### config.mk
export PLATFORM = sky130hd
export DESIGN_NAME = radix_integer_to_ascii
export DESIGN_NICKNAME = d
export VERILOG_FILES = /design/src/rtl/rita_pkg.sv /design/src/rtl/rita_divider.sv /design/src/rtl/rita_digit_store.sv /design/src/rtl/radix_integer_to_ascii.sv
export VERILOG_INCLUDE_DIRS = /design/src /design/src/rtl
export SDC_FILE = /design/constraint.sdc
export NUM_CORES = 1
export LEC_CHECK = 0
export BUFFER_PORTS_ARGS = -buffer_cell sky130_fd_sc_hd__buf_2
export CORE_MARGIN = 5
export CORE_UTILIZATION = 60
export DETAILED_ROUTE_END_ITERATION = 7
export PLACE_DENSITY_LB_ADDON = 0.25
export RECOVER_POWER = 100
export SKIP_CTS_REPAIR_TIMING = 1
export SLEW_MARGIN = 20
export SYNTH_ARGS = -nofsm -noshare
export SYNTH_HDL_FRONTEND = slang
export SYNTH_SLANG_ARGS = --single-unit
### constraint.sdc
create_clock -name aclk -period 3.8 [get_ports aclk]
set_input_delay 0.57 -clock aclk [delete_from_list [all_inputs] [get_ports aclk]]
set_output_delay 0.57 -clock aclk [all_outputs]
set_load 0.01 [all_outputs]
### src/rtl/radix_integer_to_ascii_assert.svh
// Assertion macros for the integer to text converter.
`ifndef RADIX_INTEGER_TO_ASCII_ASSERT_SVH
`define RADIX_INTEGER_TO_ASCII_ASSERT_SVH

// Same-cycle implication, checked outside reset.
`define RITA_ASSERT_NOW(lbl, ante, cons, msg) \
    lbl: assert property (@(posedge aclk) disable iff (!aresetn) (ante) |-> (cons)) \
        else $error(msg);

// Next-cycle implication, checked outside reset.
`define RITA_ASSERT_NEXT(lbl, ante, cons, msg) \
    lbl: assert property (@(posedge aclk) disable iff (!aresetn) (ante) |=> (cons)) \
        else $error(msg);

`endif

### src/rtl/rita_pkg.sv
`default_nettype none

package rita_pkg;

    localparam int VALUE_W        = 64;
    localparam int BASE_W         = 6;
    localparam int CHAR_W         = 7;
    localparam int DCOUNT_W       = 7;
    localparam int M_TDATA_W      = 16;
    localparam int DEF_VALUE_BITS = 64;
    localparam int DEF_MAX_DIGITS = 64;

    localparam logic [BASE_W-1:0] BASE_RESET    = BASE_W'(10);
    localparam logic [BASE_W-1:0] BASE_MIN      = BASE_W'(2);
    localparam logic [BASE_W-1:0] BASE_MAX      = BASE_W'(36);
    localparam logic [BASE_W-1:0] DECIMAL_LIMIT = BASE_W'(10);
    localparam logic [CHAR_W-1:0] CHAR_ZERO     = CHAR_W'(48);
    localparam logic [CHAR_W-1:0] CHAR_UPPER_A  = CHAR_W'(65);

    typedef enum logic [2:0] {
        ST_IDLE,
        ST_START,
        ST_DIV,
        ST_FETCH,
        ST_SEND
    } rita_state_t;

    function automatic logic [BASE_W-1:0] effective_base(input logic [BASE_W-1:0] b);
        logic [BASE_W-1:0] r;
        r = b;
        if (b < BASE_MIN) begin
            r = BASE_MIN;
        end else if (b > BASE_MAX) begin
            r = BASE_MAX;
        end
        return r;
    endfunction

    function automatic logic [CHAR_W-1:0] digit_to_char(input logic [BASE_W-1:0] d);
        logic [CHAR_W-1:0] c;
        if (d < DECIMAL_LIMIT) begin
            c = CHAR_ZERO + {1'b0, d};
        end else begin
            c = CHAR_UPPER_A - {1'b0, DECIMAL_LIMIT} + {1'b0, d};
        end
        return c;
    endfunction

endpackage

`default_nettype wire

### src/rtl/rita_divider.sv
`default_nettype none

module rita_divider
    import rita_pkg::*;
#(
    parameter int VALUE_BITS = DEF_VALUE_BITS
) (
    input  wire logic                  aclk,
    input  wire logic                  aresetn,
    input  wire logic                  start,
    input  wire logic [VALUE_BITS-1:0] dividend,
    input  wire logic [BASE_W-1:0]     divisor,
    output logic                       done,
    output logic [VALUE_BITS-1:0]      quotient,
    output logic [BASE_W-1:0]          remainder
);

    localparam int STEP_W = (VALUE_BITS > 1) ? $clog2(VALUE_BITS) : 1;

    logic                  busy_reg, busy_next;
    logic                  done_reg, done_next;
    logic [STEP_W-1:0]     step_reg, step_next;
    logic [VALUE_BITS-1:0] quo_reg, quo_next;
    logic [BASE_W-1:0]     rem_reg, rem_next;
    logic [BASE_W:0]       trial;
    logic                  fits;

    always_comb begin
        trial     = {rem_reg, quo_reg[VALUE_BITS-1]};
        fits      = (trial >= {1'b0, divisor});
        busy_next = busy_reg;
        done_next = 1'b0;
        step_next = step_reg;
        quo_next  = quo_reg;
        rem_next  = rem_reg;
        if (start) begin
            busy_next = 1'b1;
            step_next = STEP_W'(VALUE_BITS - 1);
            quo_next  = dividend;
            rem_next  = '0;
        end else if (busy_reg) begin
            quo_next  = {quo_reg[VALUE_BITS-2:0], fits};
            rem_next  = fits ? BASE_W'(trial - {1'b0, divisor}) : BASE_W'(trial);
            step_next = step_reg - STEP_W'(1);
            if (step_reg == '0) begin
                busy_next = 1'b0;
                done_next = 1'b1;
            end
        end
    end

    always_ff @(posedge aclk) begin
        if (!aresetn) begin
            busy_reg <= 1'b0;
            done_reg <= 1'b0;
        end else begin
            busy_reg <= busy_next;
            done_reg <= done_next;
        end
        step_reg <= step_next;
        quo_reg  <= quo_next;
        rem_reg  <= rem_next;
    end

    assign done      = done_reg;
    assign quotient  = quo_reg;
    assign remainder = rem_reg;

endmodule

`default_nettype wire

### src/rtl/rita_digit_store.sv
`default_nettype none

module rita_digit_store
    import rita_pkg::*;
#(
    parameter int MAX_DIGITS = DEF_MAX_DIGITS
) (
    input  wire logic                          aclk,
    input  wire logic                          wr_en,
    input  wire logic [$clog2(MAX_DIGITS)-1:0] wr_addr,
    input  wire logic [BASE_W-1:0]             wr_data,
    input  wire logic [$clog2(MAX_DIGITS)-1:0] rd_addr,
    output logic [BASE_W-1:0]                  rd_data
);

    logic [BASE_W-1:0] mem [MAX_DIGITS];
    logic [BASE_W-1:0] rd_data_reg;

    always_ff @(posedge aclk) begin
        if (wr_en) begin
            mem[wr_addr] <= wr_data;
        end
        rd_data_reg <= mem[rd_addr];
    end

    assign rd_data = rd_data_reg;

endmodule

`default_nettype wire

### src/rtl/radix_integer_to_ascii.sv
// Channel  Direction  Ports                                   Word
// input    in         s_tvalid s_tready s_tdata               value
// result   out        m_tvalid m_tready m_tdata m_tlast       digit_char, digit_count
// config   in         cfg_wr_en cfg_wr_data                   number_base
//
// Each digit comes from the one-bit-per-cycle restoring divider.
// Each character then passes a digit store read and a present step, plus any stall.
// While a value is converted and sent, s_tready is low.
// Reset (aresetn low, synchronous) sets number_base to 10 and returns to idle.
// m_tready low holds the current character; no further input is taken meanwhile.
`default_nettype none

`include "radix_integer_to_ascii_assert.svh"

module radix_integer_to_ascii
    import rita_pkg::*;
#(
    parameter int VALUE_BITS = DEF_VALUE_BITS,
    parameter int MAX_DIGITS = DEF_MAX_DIGITS
) (
    input  wire logic                 aclk,
    input  wire logic                 aresetn,
    input  wire logic                 s_tvalid,
    output logic                      s_tready,
    input  wire logic [VALUE_W-1:0]   s_tdata,     // [63:0] value
    output logic                      m_tvalid,
    input  wire logic                 m_tready,
    output logic [M_TDATA_W-1:0]      m_tdata,     // [6:0] digit_char, [13:7] digit_count
    output logic                      m_tlast,
    input  wire logic                 cfg_wr_en,
    input  wire logic [BASE_W-1:0]    cfg_wr_data
);

    localparam int IDX_W = $clog2(MAX_DIGITS);
    localparam int CNT_W = $clog2(MAX_DIGITS + 1);

    rita_state_t           state_reg, state_next;
    logic [BASE_W-1:0]     base_reg;
    logic [VALUE_BITS-1:0] quo_reg, quo_next;
    logic [CNT_W-1:0]      count_reg, count_next;
    logic [IDX_W-1:0]      rd_idx_reg, rd_idx_next;
    logic [CNT_W-1:0]      count_inc;

    logic                  div_start;
    logic                  div_done;
    logic [VALUE_BITS-1:0] div_quotient;
    logic [BASE_W-1:0]     div_remainder;
    logic                  store_wr_en;
    logic [BASE_W-1:0]     store_rd_data;

    rita_divider #(
        .VALUE_BITS(VALUE_BITS)
    ) u_divider (
        .aclk      (aclk),
        .aresetn   (aresetn),
        .start     (div_start),
        .dividend  (quo_reg),
        .divisor   (effective_base(base_reg)),
        .done      (div_done),
        .quotient  (div_quotient),
        .remainder (div_remainder)
    );

    rita_digit_store #(
        .MAX_DIGITS(MAX_DIGITS)
    ) u_digit_store (
        .aclk    (aclk),
        .wr_en   (store_wr_en),
        .wr_addr (count_reg[IDX_W-1:0]),
        .wr_data (div_remainder),
        .rd_addr (rd_idx_reg),
        .rd_data (store_rd_data)
    );

    always_comb begin
        state_next  = state_reg;
        quo_next    = quo_reg;
        count_next  = count_reg;
        rd_idx_next = rd_idx_reg;
        count_inc   = count_reg + CNT_W'(1);
        s_tready    = 1'b0;
        m_tvalid    = 1'b0;
        div_start   = 1'b0;
        store_wr_en = 1'b0;
        case (state_reg)
            ST_IDLE: begin
                s_tready = 1'b1;
                if (s_tvalid) begin
                    quo_next   = s_tdata[VALUE_BITS-1:0];
                    count_next = '0;
                    state_next = ST_START;
                end
            end
            ST_START: begin
                div_start  = 1'b1;
                state_next = ST_DIV;
            end
            ST_DIV: begin
                if (div_done) begin
                    store_wr_en = 1'b1;
                    quo_next    = div_quotient;
                    count_next  = count_inc;
                    rd_idx_next = count_reg[IDX_W-1:0];
                    if (div_quotient != '0 && count_inc < CNT_W'(MAX_DIGITS)) begin
                        state_next = ST_START;
                    end else begin
                        state_next = ST_FETCH;
                    end
                end
            end
            ST_FETCH: begin
                state_next = ST_SEND;
            end
            ST_SEND: begin
                m_tvalid = 1'b1;
                if (m_tready) begin
                    if (rd_idx_reg == '0) begin
                        state_next = ST_IDLE;
                    end else begin
                        rd_idx_next = rd_idx_reg - IDX_W'(1);
                        state_next  = ST_FETCH;
                    end
                end
            end
            default: begin
                state_next = ST_IDLE;
            end
        endcase
    end

    always_ff @(posedge aclk) begin
        if (!aresetn) begin
            state_reg <= ST_IDLE;
            base_reg  <= BASE_RESET;
            count_reg <= '0;
        end else begin
            state_reg <= state_next;
            count_reg <= count_next;
            if (cfg_wr_en) begin
                base_reg <= cfg_wr_data;
            end
        end
        quo_reg    <= quo_next;
        rd_idx_reg <= rd_idx_next;
    end

    assign m_tdata = {{(M_TDATA_W - CHAR_W - DCOUNT_W){1'b0}},
                      DCOUNT_W'(count_reg), digit_to_char(store_rd_data)};
    assign m_tlast = (rd_idx_reg == '0);

    `RITA_ASSERT_NOW(a_one_side_busy, m_tvalid, !s_tready, "input taken while sending")
    `RITA_ASSERT_NOW(a_done_in_div, div_done, state_reg == ST_DIV, "divider done outside wait")
    `RITA_ASSERT_NEXT(a_accept_starts, s_tvalid && s_tready, state_reg == ST_START, "no start")
    `RITA_ASSERT_NOW(a_send_has_digits, m_tvalid, count_reg != '0, "sending with no digits")

endmodule

`default_nettype wire
# Word level (Yosys, flattened, before mapping)
# Memory sizes are Yosys's and may differ from the RTL's. A register that Yosys moved wholly into a read port is not among the register bits.
# Cells that the tools add are included.
# totals
mem_bits_ro,0
memories,1
latchBits,0
out_inout_bits,19
input_bits,75
regBits,164
ram_bits,384
wordCells,77
# classes
eq_ne,8
muxes,33
shifts,0
n_div,0
n_lt_le_gt_ge,5
bitwise,2
mul,0
n_reduce_logical,12
addsub,6
# mem_list
memory,words,word_bits,rd,rd_ports_with_merged_regs,write_ports,line_no,source
u_digit_store.mem,64,6,1,1,1,rita_digit_store.sv:16,logic [BASE_W-1:0] mem [MAX_DIGITS];
# ops
operator,count
$mux 64,4
$pmux 64 s2,1
$reduce_bool 64->1,1
$mux 6,6
$mux 7,3
$pmux 3 s5,1
$add 6x6->7 const A,2
$pmux 7 s2,1
$logic_not 6->1,2
$pmux 6 s2,1
$sub 6x1->6 const B,2
$mux 1,11
$mux 3,3
$add 7x1->7 const B,1
$ge 7x6->1,1
$lt 7x7->1 const B,1
$eq 3x2->1 const B,2
$gt 6x6->1 const B,1
$lt 6x2->1 const B,1
$lt 6x4->1 const B,1
$ne 2x2->1 const B,3
$reduce_and 3->1,2
$reduce_bool 2->1,3
$sub 6x6->6,1
other kinds (9),11

# Depth between registers and ports, before layout
# depth
word_depth,6
ltp_mapped,13
ltp_nobuf,13

# By module
# From an unflattened synthesis, not the netlist that was laid out.
# hier_totals
hier_cells,1288
hier_area_um2,23058.4
# modules_own_cells
module,seq_area_each_um2,cells_per_inst,area_each_um2,instances
rita_digit_store,11651.2,720,15225.9,1
radix_integer_to_ascii,2422.3,319,4221.5,1
rita_divider,2202.1,249,3611.0,1

# Least setup slack after synthesis
# Ideal clock, no wire load.
# synth_timing
path_kind,register -> register
start,reg state_reg[0]
end,reg u_divider.quo_reg[0] (netlist: u_divider.quotient[0]) (enable)
synth_period_minus_slack_ns,3.269
setup_time_ns,0.432
slack_ns,0.531
arrival_ns,2.837
stages_incl_launch_ff,6
n_path_buf,3
required_ns,3.368
path_cell_list,dfxtp_1 -> clkbuf_1 -> or3b_2 -> clkbuf_1 -> clkbuf_1 -> nand2b_1
# synth_via
elab_chain_len,3
# synth_lines
element,line_no,source
from (decl),radix_integer_to_ascii.sv:37,"rita_state_t state_reg, state_next;"
from (signal assigned),radix_integer_to_ascii.sv:137,state_reg <= state_next;
$eq 3x1->1,radix_integer_to_ascii.sv:85,case (state_reg)
$mux 1,radix_integer_to_ascii.sv:85,
$reduce_bool 2->1 (no line),n/a,
to (signal assigned),rita_divider.sv:61,quo_reg <= quo_next;
to (decl),rita_divider.sv:23,"logic [VALUE_BITS-1:0] quo_reg, quo_next;"
# No other way between the ends.
# A chain may end at the register's enable or synchronous reset.

# Final worst setup path
# layout_timing
start,reg u_divider.rem_reg[5] (netlist: u_divider.remainder[5])
end,reg u_divider.rem_reg[5] (netlist: u_divider.remainder[5])
# layout_via
elab_chain_len,2
# layout_lines
element,line_no,source
from (decl),rita_divider.sv:24,"logic [BASE_W-1:0] rem_reg, rem_next;"
from (signal assigned),rita_divider.sv:62,rem_reg <= rem_next;
$ge 7x6->1,rita_divider.sv:30,"fits = (trial >= {1'b0, divisor});"
$mux 6,rita_divider.sv:43,"rem_next = fits ? BASE_W'(trial - {1'b0, divisor}) : BASE_W'(trial);"
# No other way between the ends.

==> flow_metrics.env <==
export IMPL_outcome="complete, but fails checks"
export IMPL_violations="max-capacitance violations, max-slew violations"
export IMPL_worstSetupEndpointType="flop"
export IMPL_cts_clk_slew_worst_paths_ns=0.06
export IMPL_setup_viol_count_final=0
export IMPL_postSynthCellCount=1406
export IMPL_p_switching_mw=3.447
export IMPL_fin_crit_sh=0.8986
export IMPL_clk_latency_ns=0.58
export IMPL_skew_ns=0.01185
export IMPL_via_count=12520
export IMPL_final_instance_count_excl_fill=2061
export IMPL_fin_crit_ns=3.414
export IMPL_synth_seq_cells=554
export IMPL_cpMaxStageDelayCell="clkbuf_1"
export IMPL_syn_area_sq_um=22890
export IMPL_wl_per_cell_um=23.34
export IMPL_peakVddDrop_mv=0.4804
export IMPL_cap_violations=9
export IMPL_cts_tree="done"
export IMPL_cp_slowest_stage_delay_ns=2.03
export IMPL_drv_slew=541
export IMPL_synth_seq_area_share=0.7111
export IMPL_drive_gt1_frac=0.2143
export IMPL_fmax_mhz=292.9
export IMPL_drt_iter0_drc=1066
export IMPL_critical_path_cell_chain="clkbuf_1, nor2_1, o21ai_0, o2bb2ai_1, o21ai_0"
export IMPL_grt_overflow_total=0
export IMPL_yosys_cell_types_count=59
export IMPL_fin_tns_setup_ns=0
export IMPL_yosysWarnings=0
export IMPL_gp_congestion=0.8106
export IMPL_cp_top_family="buffers and inverters"
export IMPL_cp_max_fo=66
export IMPL_core_area_sq_um=37670
export IMPL_worst_path_buf_inv=1
export IMPL_relSlewSlack=-1.017
export IMPL_grt_total_usage=0.2316
export IMPL_portBuffers=91
export IMPL_rows=71
export IMPL_largest_reg_flops=384
export IMPL_ys_async_sr_fraction=0
export IMPL_required_ns=4.30
export IMPL_grt_pass1_wl_mm=74.16
export IMPL_worst_pin_slew_ns=3.026
export IMPL_seqPwrFrac=0.534
export IMPL_io_pins=94
export IMPL_hp_class="input port to flop"
export IMPL_crit_type="flop to flop"
export IMPL_syn_area_per_cell_sq_um=16.28
export IMPL_h_tree_depth=2
export IMPL_clockPowerShare=0.365
export IMPL_p_leak_nw=8.748
export IMPL_powerDensity_nw_per_um2=574.7
export IMPL_grt_max_degree=83
export IMPL_antenna_found_initial=5
export IMPL_cts_sinks=554
export IMPL_max_clock_path_buffers=3
export IMPL_final_cell_mix="518 x edfxtp_1, 236 x nand2_1, 100 x mux4_2"
export IMPL_p_total_mw=14.69
export IMPL_placedCellCount=1960
export IMPL_fp_dieW_um=205.3
export IMPL_clock_root_buffer="clkbuf_16"
export IMPL_p_int_mw=11.24
export IMPL_wirelength_mm=48.10
export IMPL_cts_buffers=55
export IMPL_synth_edf_count=518
export IMPL_die_h_um=205.3
export IMPL_hold_viol_final=0
export IMPL_dieArea_sq_um=42150
export IMPL_final_common_cell="edfxtp_1"
export IMPL_initial_core_util=0.6077
export IMPL_via_per_inst=6.073
export IMPL_p_comb_frac=0.101
export IMPL_drt_pass1_iterations=5
export IMPL_hpwl_mm=29.32
export IMPL_cp_common_cell="o21ai_0"
export IMPL_drcViolationCount=0
export IMPL_ys_flop_type="edfxtp_1"
export IMPL_critPathLaunchType="flop"
export IMPL_crit_arrival_ns=3.92
export IMPL_grt_pass1_vias=12810
export IMPL_sw_frac_of_total=0.2347
export IMPL_nNetsFinal=1596
export IMPL_ant_nets=0
export IMPL_areaGrowthSynthToFinish_pct=11.66
export IMPL_rsz0062_at_grt="false"
==> cells by family after synthesis <==
group,Yosys count,share of synthesized area
AO/OA/AOI/OAI,96,0.02717
XOR/XNOR,18,0.006888
adder cells (fa/ha/maj),15,0.008528
buffers and inverters,93,0.02001
flip-flops,554,0.7111
multiplexers,197,0.1443
other,1,0.0001638
AND/OR/NAND/NOR,432,0.08184
==> worst paths after layout <==
path / startpoint / endpoint / slack (ns) / cells after the start
max: u_divider.remainder[5]$_SDFFE_PP0P_ / u_divider.remainder[5]$_SDFFE_PP0P_ / 0.39 / 5
min: cfg_wr_data[1] / base_reg[1]$_SDFFE_PN1P_ / 0.21 / 3
min reg2reg: base_reg[3]$_SDFFE_PN1P_ / base_reg[3]$_SDFFE_PN1P_ / 0.50 / 2
max reg2reg: u_divider.remainder[5]$_SDFFE_PP0P_ / u_divider.remainder[5]$_SDFFE_PP0P_ / 0.39 / 5
==> worst register-to-register path, stage by stage, from the launching register on <==
cell,delay (ns)
dfxtp_1,0.32
clkbuf_1,2.03
nor2_1,0.23
o21ai_0,0.37
o2bb2ai_1,0.14
o21ai_0,0.25
==> power by group through the flow <==
stage | Combinational [mW] | Sequential, mW | Clock (mW)
after floorplan | 0.707 | 8.07 | 0
after global placement | 1.44 | 7.89 | 0
after detailed placement | 1.52 | 7.89 | 0
after CTS | 1.52 | 7.77 | 5.45
after global routing | 1.64 | 7.88 | 5.71
final | 1.48 | 7.84 | 5.36
==> metal layers <==
| layer | up-vias | track usage | wire [um] |
|---|---|---|---|
| li1 | 5603 | - | - |
| met1 | 6316 | 0.3183 | 19210 |
| met2 | 496 | 0.3736 | 23560 |
| met3 | 93 | 0.05154 | 3747 |
| met4 | 8 | 0.07943 | 1513 |
| met5 | - | 0 | 64 |
==> layout make-up <==
class	count	area (sq um)
Antenna cell	1	2.502
Clock buffer	80	1583
Clock inverter	20	216.5
Timing Repair Buffer	114	603.1
Sequential cell	554	16280
Inverter	21	78.83
Tap cell	511	639.4
Fill cell	2562	12110
Multi-Input combinational cell	760	6158
==> per-stage QoR <==
stage / setup slack [ns] / utilization / hold WS, ns / area (sq um)
2_1_floorplan: 0.5310 / - / 0.4570 / 22890
3_3_place_gp: 0.6903 / 0.6337 / 0.4714 / 23870
3_5_place_dp: 0.5810 / 0.6337 / 0.4806 / 23870
4_1_cts: 0.5703 / 0.6814 / 0.1789 / 25670
5_1_grt: 0.1265 / 0.6785 / 0.2073 / 25560
6_report: 0.3855 / 0.6785 / 0.2059 / 25560
==> cells in the mapped netlist (5+ instances only) <==
cell | n | area share
ha_1 | 14 | 0.0077
nand3b_1 | 8 | 0.0026
inv_1 | 18 | 0.0030
nor3_1 | 8 | 0.0017
dfxtp_1 | 36 | 0.031
buf_2 | 11 | 0.0024
edfxtp_1 | 518 | 0.68
a21boi_0 | 5 | 0.0016
nor4_1 | 18 | 0.0049
a21oi_1 | 19 | 0.0042
nor2b_1 | 12 | 0.0033
buf_1 | 7 | 0.0011
nand2_1 | 236 | 0.039
xor2_1 | 6 | 0.0023
nand4_1 | 8 | 0.0022
a31oi_1 | 8 | 0.0022
nand2b_1 | 6 | 0.0016
buf_6 | 6 | 0.0030
o21ai_0 | 27 | 0.0059
nor2_1 | 95 | 0.016
and3_1 | 9 | 0.0025
a221oi_1 | 7 | 0.0027
mux4_2 | 100 | 0.098
nor3b_1 | 5 | 0.0016
clkbuf_1 | 40 | 0.0066
mux2i_1 | 33 | 0.014
xnor2_1 | 12 | 0.0046
nand3_1 | 17 | 0.0037
buf_4 | 6 | 0.0020
mux2_2 | 64 | 0.031
Power figures use the tool's default switching activity.
